File: src/rtl/pspl_pkg.sv
// ----------------------------------------------------------------------------
// pspl_pkg
// Shared types and constants for the PAT section PMT PID lookup unit.
// ----------------------------------------------------------------------------
`default_nettype none

package pspl_pkg;

    localparam int MAX_SECTION_BYTES = 4096;

    localparam int BYTE_W   = 8;
    localparam int LEN_W    = 12;
    localparam int ID_W     = 16;
    localparam int PID_W    = 13;
    localparam int PID_HI_W = 5;
    localparam int STATUS_W = 2;
    localparam int CMP_W    = LEN_W + 2;   // holds length + 3 and position + 2

    // header byte positions
    localparam int POS_LEN_HI   = 1;
    localparam int POS_LEN_LO   = 2;
    localparam int POS_SID_HI   = 3;
    localparam int POS_SID_LO   = 4;
    localparam int ENTRY_START  = 8;  // multiple of 4: entry phase is pos[1:0]
    localparam int CRC_TAIL     = 2;  // entry end must be <= length - 2
    localparam int HDR_OVERHEAD = 3;  // bytes not counted by the length field

    localparam logic [BYTE_W-1:0] LEN_HI_MASK = 8'h0f;

    // entry phases
    localparam logic [1:0] PH_PROG_HI = 2'd0;
    localparam logic [1:0] PH_PROG_LO = 2'd1;
    localparam logic [1:0] PH_PID_HI  = 2'd2;
    localparam logic [1:0] PH_PID_LO  = 2'd3;

    // result status codes
    localparam logic [STATUS_W-1:0] ST_FOUND   = 2'd0;
    localparam logic [STATUS_W-1:0] ST_SIZE    = 2'd1;
    localparam logic [STATUS_W-1:0] ST_STREAM  = 2'd2;
    localparam logic [STATUS_W-1:0] ST_MISSING = 2'd3;

    // configuration register indexes
    localparam int CFG_IDX_W = 1;
    localparam logic [CFG_IDX_W-1:0] CFG_STREAM_ID = 1'd0;
    localparam logic [CFG_IDX_W-1:0] CFG_SERVICE   = 1'd1;

    typedef struct packed {
        logic              last;
        logic [BYTE_W-1:0] data;
    } item_t;

    typedef struct packed {
        logic [PID_W-1:0]    pid;
        logic [STATUS_W-1:0] status;
    } result_t;

endpackage

`default_nettype wire

File: src/rtl/pspl_in_stage.sv
// ----------------------------------------------------------------------------
// pspl_in_stage
// Input register: captures one section byte word per cycle unless the held word is stalled.
// ----------------------------------------------------------------------------
`default_nettype none

module pspl_in_stage
(
    input  wire logic            clk,
    input  wire logic            rst_n,
    input  wire logic            s_tvalid,
    output logic                 s_tready,
    input  wire pspl_pkg::item_t s_item,
    input  wire logic            advance,
    output logic                 item_valid,
    output pspl_pkg::item_t      item
);

    logic            valid_reg, valid_next;
    pspl_pkg::item_t item_reg;
    logic            accept;

    assign s_tready = !valid_reg || advance;
    assign accept   = s_tvalid && s_tready;

    always_comb
    begin
        valid_next = valid_reg;
        if (accept)
            valid_next = 1'b1;
        else if (advance)
            valid_next = 1'b0;
    end

    always_ff @(posedge clk or negedge rst_n)
    begin
        if (!rst_n)
            valid_reg <= 1'b0;
        else
            valid_reg <= valid_next;
    end

    always_ff @(posedge clk)
    begin
        if (accept)
            item_reg <= s_item;
    end

    assign item_valid = valid_reg;
    assign item       = item_reg;

endmodule

`default_nettype wire

File: src/rtl/pspl_core.sv
// ----------------------------------------------------------------------------
// pspl_core
// Section parse state: header fields, entry scan and end-of-section status.
// ----------------------------------------------------------------------------
`default_nettype none

module pspl_core
#(
    parameter int MAX_SECTION_BYTES = pspl_pkg::MAX_SECTION_BYTES
)
(
    input  wire logic                        clk,
    input  wire logic                        rst_n,
    input  wire logic                        take,
    input  wire pspl_pkg::item_t             item,
    input  wire logic [pspl_pkg::ID_W-1:0]   wanted_stream_id,
    input  wire logic [pspl_pkg::ID_W-1:0]   wanted_service,
    output pspl_pkg::result_t                result
);

    localparam int POS_W = $clog2(MAX_SECTION_BYTES + 1);
    localparam int CMP_W = pspl_pkg::CMP_W;
    localparam logic [POS_W-1:0] POS_MAX = POS_W'(MAX_SECTION_BYTES);

    logic [POS_W-1:0]                pos_reg, pos_next, count;
    logic [pspl_pkg::LEN_W-1:0]      len_reg, len_next;
    logic [pspl_pkg::ID_W-1:0]       sid_reg, sid_next;
    logic [pspl_pkg::ID_W-1:0]       prog_reg, prog_next;
    logic [pspl_pkg::PID_HI_W-1:0]   pid_hi_reg, pid_hi_next;
    logic                            found_reg, found_next;
    logic [pspl_pkg::PID_W-1:0]      fpid_reg, fpid_next;
    logic                            overrun;
    logic                            entry_in_bounds;
    logic [pspl_pkg::BYTE_W-1:0]     b;

    assign b       = item.data;
    // position pins at the max; any further byte is an overrun
    assign overrun = (pos_reg == POS_MAX);
    assign count   = overrun ? POS_MAX : pos_reg + 1'b1;
    assign entry_in_bounds = (CMP_W'(pos_reg) + CMP_W'(pspl_pkg::CRC_TAIL))
                             <= CMP_W'(len_reg);

    always_comb
    begin
        pos_next    = overrun ? pos_reg : pos_reg + 1'b1;
        len_next    = len_reg;
        sid_next    = sid_reg;
        prog_next   = prog_reg;
        pid_hi_next = pid_hi_reg;
        found_next  = found_reg;
        fpid_next   = fpid_reg;
        if (!overrun)
        begin
            case (pos_reg)
                POS_W'(pspl_pkg::POS_LEN_HI):
                    len_next[11:8] = b[3:0] & pspl_pkg::LEN_HI_MASK[3:0];
                POS_W'(pspl_pkg::POS_LEN_LO):
                    len_next[7:0] = b;
                POS_W'(pspl_pkg::POS_SID_HI):
                    sid_next[15:8] = b;
                POS_W'(pspl_pkg::POS_SID_LO):
                    sid_next[7:0] = b;
                default:
                begin
                    if (pos_reg >= POS_W'(pspl_pkg::ENTRY_START))
                    begin
                        case (pos_reg[1:0])
                            pspl_pkg::PH_PROG_HI: prog_next = {b, 8'h00};
                            pspl_pkg::PH_PROG_LO: prog_next[7:0] = b;
                            pspl_pkg::PH_PID_HI:
                                pid_hi_next = b[pspl_pkg::PID_HI_W-1:0];
                            pspl_pkg::PH_PID_LO:
                            begin
                                // first in-bounds match wins
                                if (!found_reg && entry_in_bounds &&
                                    prog_reg == wanted_service)
                                begin
                                    found_next = 1'b1;
                                    fpid_next  = {pid_hi_reg, b};
                                end
                            end
                            default: ;
                        endcase
                    end
                end
            endcase
        end
    end

    always_comb
    begin
        result.pid = '0;
        if (overrun || (CMP_W'(count) !=
                        CMP_W'(len_next) + CMP_W'(pspl_pkg::HDR_OVERHEAD)))
            result.status = pspl_pkg::ST_SIZE;
        else if (sid_next != wanted_stream_id)
            result.status = pspl_pkg::ST_STREAM;
        else if (found_next)
        begin
            result.status = pspl_pkg::ST_FOUND;
            result.pid    = fpid_next;
        end
        else
            result.status = pspl_pkg::ST_MISSING;
    end

    always_ff @(posedge clk or negedge rst_n)
    begin
        if (!rst_n)
        begin
            pos_reg    <= '0;
            len_reg    <= '0;
            sid_reg    <= '0;
            prog_reg   <= '0;
            pid_hi_reg <= '0;
            found_reg  <= 1'b0;
            fpid_reg   <= '0;
        end
        else if (take)
        begin
            if (item.last)
            begin
                pos_reg    <= '0;
                len_reg    <= '0;
                sid_reg    <= '0;
                prog_reg   <= '0;
                pid_hi_reg <= '0;
                found_reg  <= 1'b0;
                fpid_reg   <= '0;
            end
            else
            begin
                pos_reg    <= pos_next;
                len_reg    <= len_next;
                sid_reg    <= sid_next;
                prog_reg   <= prog_next;
                pid_hi_reg <= pid_hi_next;
                found_reg  <= found_next;
                fpid_reg   <= fpid_next;
            end
        end
    end

endmodule

`default_nettype wire

File: src/rtl/pspl_out_stage.sv
// ----------------------------------------------------------------------------
// pspl_out_stage
// Result register toward the master-side stream.
// ----------------------------------------------------------------------------
`default_nettype none

module pspl_out_stage
(
    input  wire logic              clk,
    input  wire logic              rst_n,
    input  wire logic              load,
    input  wire pspl_pkg::result_t result,
    output logic                   room,
    output logic                   m_tvalid,
    input  wire logic              m_tready,
    output pspl_pkg::result_t      m_result
);

    logic              valid_reg, valid_next;
    pspl_pkg::result_t result_reg;

    assign room = !valid_reg || m_tready;

    always_comb
    begin
        valid_next = valid_reg;
        if (load)
            valid_next = 1'b1;
        else if (m_tready)
            valid_next = 1'b0;
    end

    always_ff @(posedge clk or negedge rst_n)
    begin
        if (!rst_n)
            valid_reg <= 1'b0;
        else
            valid_reg <= valid_next;
    end

    always_ff @(posedge clk)
    begin
        if (load)
            result_reg <= result;
    end

    assign m_tvalid = valid_reg;
    assign m_result = result_reg;

endmodule

`default_nettype wire

File: src/rtl/pat_section_pmt_pid_lookup_unit.sv
// ----------------------------------------------------------------------------
// pat_section_pmt_pid_lookup_unit
// PAT section parser that returns the PMT PID of one configured service.
// ----------------------------------------------------------------------------
// Usage:
//   Slave stream carries the section one byte per word, tlast on the final
//   byte. Master stream carries one result word per section, issued for the
//   tlast byte: status (found / size mismatch / stream id mismatch / not
//   found) and the PMT PID (zero unless found).
//   Config port: cfg_we with cfg_index 0 = wanted stream id, 1 = wanted
//   service id. Write only while no section is in flight.
//   Result: computed from the tlast byte held in the input register, then
//   registered. Throughput: one byte per cycle sustained unless a tlast byte
//   waits on a stalled result; one pass per byte, input register to parse state.
//   Receiver stall: the result register holds; non-last bytes keep flowing,
//   and the next tlast byte waits in the input register, holding s_tready
//   low, until the pending result is taken.
//   Reset: clears both stream stages, the parse state and the config regs.
//   Bytes past MAX_SECTION_BYTES are dropped and force a size mismatch.
// ----------------------------------------------------------------------------
`default_nettype none

module pat_section_pmt_pid_lookup_unit
#(
    parameter int MAX_SECTION_BYTES = pspl_pkg::MAX_SECTION_BYTES
)
(
    input  wire logic                             clk,
    input  wire logic                             rst_n,
    // slave stream
    input  wire logic                             s_tvalid,
    output logic                                  s_tready,
    input  wire logic [7:0]                       s_tdata,  // [7:0] section_byte
    input  wire logic                             s_tlast,  // last_byte
    // master stream
    output logic                                  m_tvalid,
    input  wire logic                             m_tready,
    output logic [15:0]                           m_tdata,  // [1:0] status,
                                                            // [14:2] pmt_pid,
                                                            // [15] zero
    // config write port
    input  wire logic                             cfg_we,
    input  wire logic [pspl_pkg::CFG_IDX_W-1:0]   cfg_index,
    input  wire logic [pspl_pkg::ID_W-1:0]        cfg_data
);

    logic [pspl_pkg::ID_W-1:0] stream_id_reg;
    logic [pspl_pkg::ID_W-1:0] service_reg;

    pspl_pkg::item_t   s_item, item;
    pspl_pkg::result_t result, m_result;
    logic              item_valid;
    logic              advance;
    logic              room;
    logic              load;

    // config registers
    always_ff @(posedge clk or negedge rst_n)
    begin
        if (!rst_n)
        begin
            stream_id_reg <= '0;
            service_reg   <= '0;
        end
        else if (cfg_we)
        begin
            case (cfg_index)
                pspl_pkg::CFG_STREAM_ID: stream_id_reg <= cfg_data;
                pspl_pkg::CFG_SERVICE:   service_reg   <= cfg_data;
                default: ;
            endcase
        end
    end

    assign s_item.data = s_tdata;
    assign s_item.last = s_tlast;

    // a non-last byte never needs the result register
    assign advance = item_valid && (!item.last || room);
    assign load    = advance && item.last;

    pspl_in_stage u_in
    (
        .clk        (clk),
        .rst_n      (rst_n),
        .s_tvalid   (s_tvalid),
        .s_tready   (s_tready),
        .s_item     (s_item),
        .advance    (advance),
        .item_valid (item_valid),
        .item       (item)
    );

    pspl_core
    #(
        .MAX_SECTION_BYTES (MAX_SECTION_BYTES)
    )
    u_core
    (
        .clk              (clk),
        .rst_n            (rst_n),
        .take             (advance),
        .item             (item),
        .wanted_stream_id (stream_id_reg),
        .wanted_service   (service_reg),
        .result           (result)
    );

    pspl_out_stage u_out
    (
        .clk      (clk),
        .rst_n    (rst_n),
        .load     (load),
        .result   (result),
        .room     (room),
        .m_tvalid (m_tvalid),
        .m_tready (m_tready),
        .m_result (m_result)
    );

    assign m_tdata = {1'b0, m_result.pid, m_result.status};

`ifndef SYNTHESIS
    // PID is reported only with a found status
    a_pid_only_found: assert property (@(posedge clk) disable iff (!rst_n)
        (m_tvalid && m_result.status != pspl_pkg::ST_FOUND) |-> (m_result.pid == '0))
        else $error("pmt_pid nonzero without found status");

    // input backpressure only comes from a stalled result
    a_stall_source: assert property (@(posedge clk) disable iff (!rst_n)
        !s_tready |-> (m_tvalid && !m_tready && item_valid && item.last))
        else $error("s_tready low without a stalled result");

    // a result is loaded only from a tlast byte
    a_load_on_last: assert property (@(posedge clk) disable iff (!rst_n)
        (m_tvalid && !$past(m_tvalid)) |-> $past(item_valid && item.last))
        else $error("result appeared without a last byte");
`endif

endmodule

`default_nettype wire

File: config.mk
export PLATFORM = sky130hd
export DESIGN_NAME = pat_section_pmt_pid_lookup_unit
export DESIGN_NICKNAME = d
export VERILOG_FILES = /design/src/rtl/pspl_pkg.sv /design/src/rtl/pspl_in_stage.sv /design/src/rtl/pspl_core.sv /design/src/rtl/pspl_out_stage.sv /design/src/rtl/pat_section_pmt_pid_lookup_unit.sv
export SDC_FILE = /design/constraint.sdc
export NUM_CORES = 1
export LEC_CHECK = 0
export ABC_AREA = 1
export CORE_MARGIN = 2
export CORE_UTILIZATION = 40
export CTS_CLUSTER_DIAMETER = 150
export DETAILED_ROUTE_END_ITERATION = 6
export DONT_BUFFER_PORTS = 1
export PLACE_DENSITY_LB_ADDON = 0.1
export SETUP_SLACK_MARGIN = 0.5
export SYNTH_ARGS = -nofsm -noshare
export SYNTH_HDL_FRONTEND = slang
export SYNTH_SLANG_ARGS = --single-unit
File: constraint.sdc
create_clock -name clk -period 8.75 [get_ports clk]
set_input_delay 1.75 -clock clk [delete_from_list [all_inputs] [get_ports clk]]
set_output_delay 1.75 -clock clk [all_outputs]
set_load 0.05 [all_outputs]
Word-level counts from Yosys, hierarchy flattened
Index checks and enable logic that the tools add are counted.

storage, ports and cells
  memory bits (read-only) = 0
  word-level logic and storage cells = 104
  flip-flop bits (word level) = 134
  bits of input ports = 31
  latch bits = 0
  RAM bits = 0
  memories = 0

operators by class
  reductions and logical operators = 28
  shift-type cells = 0
  multipliers = 0
  bitwise logic cells = 2
  add/subtract/negate cells = 3
  muxes and demuxes = 40
  div/mod/pow operators = 0
  eq/ne operators = 13
  $lt $le $gt $ge = 2

operators by type and width
  cell                                                   number
  two-way mux 13 bit                                     9
  two-way mux 16 bit                                     6
  two-way mux 8 bit                                      4
  == test 13 x 2 -> 1 bit (second input constant)        2
  two-way mux 5 bit                                      5
  two-way mux 12 bit                                     2
  == test 16 bit                                         1
  inequality test 16 bit                                 1
  case mux 8 bit (2 select lines)                        1
  AND reduction 5 bit                                    3
  adder 13 x 2 -> 14 bit (second input constant)         1
  less-or-equal comparator 14 x 12 -> 1 bit              1
  inequality test 13 x 14 -> 1 bit                       1
  adder 12 x 2 -> 13 bit (second input constant)         1
  adder 13 x 1 -> 13 bit (second input constant)         1
  == test 13 x 1 -> 1 bit (second input constant)        1
  == test 13 bit (second input constant)                 1
  == test 13 x 3 -> 1 bit (second input constant)        1
  >= comparator 13 x 4 -> 1 bit (second input constant)  1
  two-way mux 1 bit                                      10
  nonzero test 2 bit                                     5
  AND reduction 2 bit                                    3
  logical AND 1 bit                                      5
  == test 2 bit (second input constant)                  2
  other kinds (12)                                       20

Longest topological paths before layout
  depth after elaboration = 11
  depth in mapped cells = 21
  depth with buffers taken out = 19

Hierarchy
From an unflattened synthesis, not the netlist that was laid out.

unflattened totals
  cells, all modules = 1016
  area total of the unflattened synthesis = 7952.6 µm²

by module, submodules not included
  module                           times used  cells each  area an instance (µm²)
  pspl_core                        1           835         5790.6
  pat_section_pmt_pid_lookup_unit  1           146         1351.3
  pspl_out_stage                   1           20          495.5
  pspl_in_stage                    1           15          315.3

Worst setup path before layout
Ideal clock, no wire load.

  kind = input to output
  start point = input port m_tready
  end point = output port s_tready
  setup slack = 4682 ps
  required time = 7000 ps
  stages on the path = 2
  arrival time = 2318 ps
  cells stage by stage = inv_1 > nand4_1

on the way
  cells in the longest elaborated chain, start to end = 4

ends and longest elaborated chain
  what                line                                   text
  start: declaration  pat_section_pmt_pid_lookup_unit.sv:37  input wire logic m_tready,
  logical OR 1 bit    pspl_out_stage.sv:22                   assign room = !valid_reg || m_tready;
  logical OR 1 bit    pat_section_pmt_pid_lookup_unit.sv:79  assign advance = item_valid && (!item.last || room);
  logical AND 1 bit   pat_section_pmt_pid_lookup_unit.sv:79
  logical OR 1 bit    pspl_in_stage.sv:23                    assign s_tready = !valid_reg || advance;
  end: declaration    pat_section_pmt_pid_lookup_unit.sv:32  output logic s_tready,

No other way between the ends.

Worst setup path in the final report
  start point = input port m_tready
  end point = register u_core.prog_reg[14] in the netlist's numbering

on the way
  cells in the longest elaborated chain, start to end = 4

ends and longest elaborated chain
  what                                  line                                   text
  logical OR 1 bit                      pspl_out_stage.sv:22
  logical OR 1 bit                      pat_section_pmt_pid_lookup_unit.sv:79
  logical AND 1 bit                     pat_section_pmt_pid_lookup_unit.sv:79
  AND reduction 5 bit (no source line)  n/a
  end signal: assignment                pspl_core.sv:136                       prog_reg <= prog_next;
  end: declaration                      pspl_core.sv:28                        logic [pspl_pkg::ID_W-1:0] prog_reg, prog_next;

No other way between the ends.
A chain may end at the register's enable or synchronous reset.

==> reports/metrics.cfg <==
[run_status]
status = finished clean

[grt]
grt_pass1_wl_mm = 33.2
grt_max_degree = 111
antenna_found_initial = 0
grt_use_total = 0.218
gr-total-overflow = 0
grt_pass1_vias = 5842

[logic_synthesis]
async_flop_share = 0.821
ys_types = 38
syn-num-nets = 1010
synth_edf_count = 24
synth_seq_area_share = 0.452
synth.avg_cell_area_sq_um = 8.00
yosysWarnings = 0
synth_area_sq_um = 7690
synth_seq_cells = 134
synthCells = 961
synth_flop_cell = dfrtp_1

[sta]
fmax_ghz = 0.193
setup_violations = 0
maxSlewViolCount = 0
hold_viol = 0
setup_tns_ps = 0
fin_crit_sh = 0.593
relSlewSlack = 0.308
tightestPinTransition_ps = 1040
clock_skew_ps = 19.9
fin_crit_ps = 5190
grt_setup_unrepaired = false

[place]
port_buffers = 0
hpwl_mm = 15.2
globalplace.congestion = 0.896

[clocking]
cts_tree = built
cts_resized = 0
clkSinkCount = 134
clk_pin_slew_worst_paths_ps = 60
numCtsBuffers = 17
cts_root_buffer = clkbuf_16
cts_max_level = 4
ctsHoldBuffers = 0
clockBufferDepth = 2
postCtsSetupBuffers = 0
clk_latency_ps = 430

[floorplanning]
start_util = 0.410
die_w_um = 143
rows = 50
dieArea_sq_um = 20400
core_sq_um = 18800
io_pins = 49
die_h_um = 143

[critical_path]
rr_worst_depth = 13
r2r_setup_slack_ps = 4180
crit_slowest_cell = inv_1
cp_max_fo = 30
arrival_ps = 5520
reg2reg_to = u_core.prog_reg[14]
startpoint = m_tready
critPathCapture = u_core.prog_reg[14]
path_cells = inv_1 -> nand3_1 -> nand2_1 -> inv_1 -> nand2_1 -> inv_1 -> nor2_1 -> inv_1 -> nand2_1 -> nor2_4 -> inv_2 -> nor2_2 -> inv_2 -> o31ai_1
crit_path_start_kind = input port
worstPathRequired_ps = 9080
path_common_cell = inv_1
end_kind = flop
critical-path-max-stage-delay_ps = 920
r2r-start = u_in.item[8]
critPathKind = in -> reg

[detailed_routing]
drcViolationCount = 0
ant_nets = 0
wl_mm = 20.5
wl_per_cell_um = 17.1
vias_per_cell = 5.10
num_vias = 6116
first_pass_iters = 5
first_iter_violations = 504

[finish]
drive_gt1_frac = 0.0952
layout_common_cells = 256 x nand2_1, 126 x inv_1, 110 x dfrtp_1
insertedDiodeCount = 0
syn2layout_area_growth_pct = 9.49
layout.nets = 1002
fillers = 1906
final_common_cell = nand2_1

[worst_hold_path]
whs_path_depth = 2
hold_path.class = reg -> reg

[power_and_ir_drop]
irDropWorstVdd_uv = 136
power.leakage_nw = 3.97
powerDensity_nw_per_um2 = 278
power_mw = 2.34

[run]
max_cap_viol_count = 0

==> worst min path at each step <==
stage	from	end	slack, ps
final	u_core.fpid_reg[3]	u_core.fpid_reg[3]	480
after global routing	u_core.fpid_reg[7]	u_core.fpid_reg[7]	500
after CTS	u_core.fpid_reg[0]	u_core.fpid_reg[0]	490
after detailed placement	u_core.fpid_reg[7]	u_core.fpid_reg[7]	470
after global placement	u_core.fpid_reg[11]	u_core.fpid_reg[11]	470
after floorplan	u_core.sid_reg[9]	u_core.sid_reg[9]	450
==> critical path, delay by kind of cell <==
family          cells  cell delay, ps
simple gates        7            1420
compound gates      1             200
buf+inv             6            2140
==> area by class of cell <==
type                       instances  area (sq um)  share of cell area
inverter                         134           503              0.0597
timing repair buffer               1          7.51            0.000892
clock buffer                      19           433              0.0514
clock inverter                    13           146              0.0174
tap                              234           293              0.0348
multi-input combinational        665          3560               0.423
sequential                       134          3470               0.413
==> per-stage QoR <==
stage                     hold WS (ps)  setup slack [ps]  utilization  cells  instance area, sq um
after global routing               499              3080        0.449   1200                  8420
after detailed placement           473              3090        0.418   1168                  7840
final                              482              3560        0.449   1200                  8420
after floorplan                    449              4680            -    961                  7690
after CTS                          488              3550        0.449   1200                  8420
after global placement             467              3240        0.418   1168                  7840
==> Yosys cell counts, types with 2 or more instances <==
cell type | count | share of area
a21oi_1 | 13 | 0.0085
buf_1 | 2 | 0.00098
buf_2 | 3 | 0.0020
buf_4 | 3 | 0.0029
buf_6 | 4 | 0.0059
clkbuf_1 | 16 | 0.0078
dfrtp_1 | 110 | 0.36
edfxtp_1 | 24 | 0.094
ha_1 | 18 | 0.029
inv_1 | 126 | 0.062
inv_2 | 7 | 0.0034
mux2i_1 | 13 | 0.017
nand2_1 | 256 | 0.12
nand2_2 | 14 | 0.011
nand2_4 | 4 | 0.0059
nand3_1 | 59 | 0.038
nand3b_1 | 8 | 0.0078
nand4_1 | 12 | 0.0098
nor2_1 | 74 | 0.036
nor2_2 | 7 | 0.0057
nor2_4 | 18 | 0.026
nor2_8 | 3 | 0.0078
nor3_1 | 4 | 0.0026
o21ai_0 | 69 | 0.045
o21ai_1 | 14 | 0.0091
o21ai_2 | 2 | 0.0023
o22ai_1 | 38 | 0.031
or2_2 | 4 | 0.0033
xnor2_1 | 5 | 0.0057
xor2_1 | 23 | 0.026
==> report_power, final <==
part | internal, mW | total [mW] | switching (mW)
Sequential | 0.742 | 0.835 | 0.0921
Clock | 0.424 | 0.714 | 0.290
Combinational | 0.263 | 0.789 | 0.526
Total | 1.43 | 2.34 | 0.908
==> logic make-up (layout without fill, tap and decap cells) <==
kind of cell	count (synthesis)	in the layout	synth area share
simple gates	466	466	0.286
flops	134	134	0.452
other cells	1	1	0.000488
mux	13	13	0.0169
buf+inv	162	167	0.0849
fa+ha+maj	18	18	0.0293
xor+xnor	28	28	0.0319
compound gates	139	139	0.0986
==> per-layer routing <==
metal | track usage | share of wire | wire, um | vias to the layer above
met1 | 0.318 | 0.50 | 10400 | 2862
li1 | - | - | - | 3097
met4 | 0.0662 | 0.017 | 345 | 0
met3 | 0.0396 | 0.038 | 777 | 26
met5 | 0 | 0 | 0 | -
met2 | 0.330 | 0.44 | 9040 | 131
Note: power is estimated with default switching activity, not from simulation.
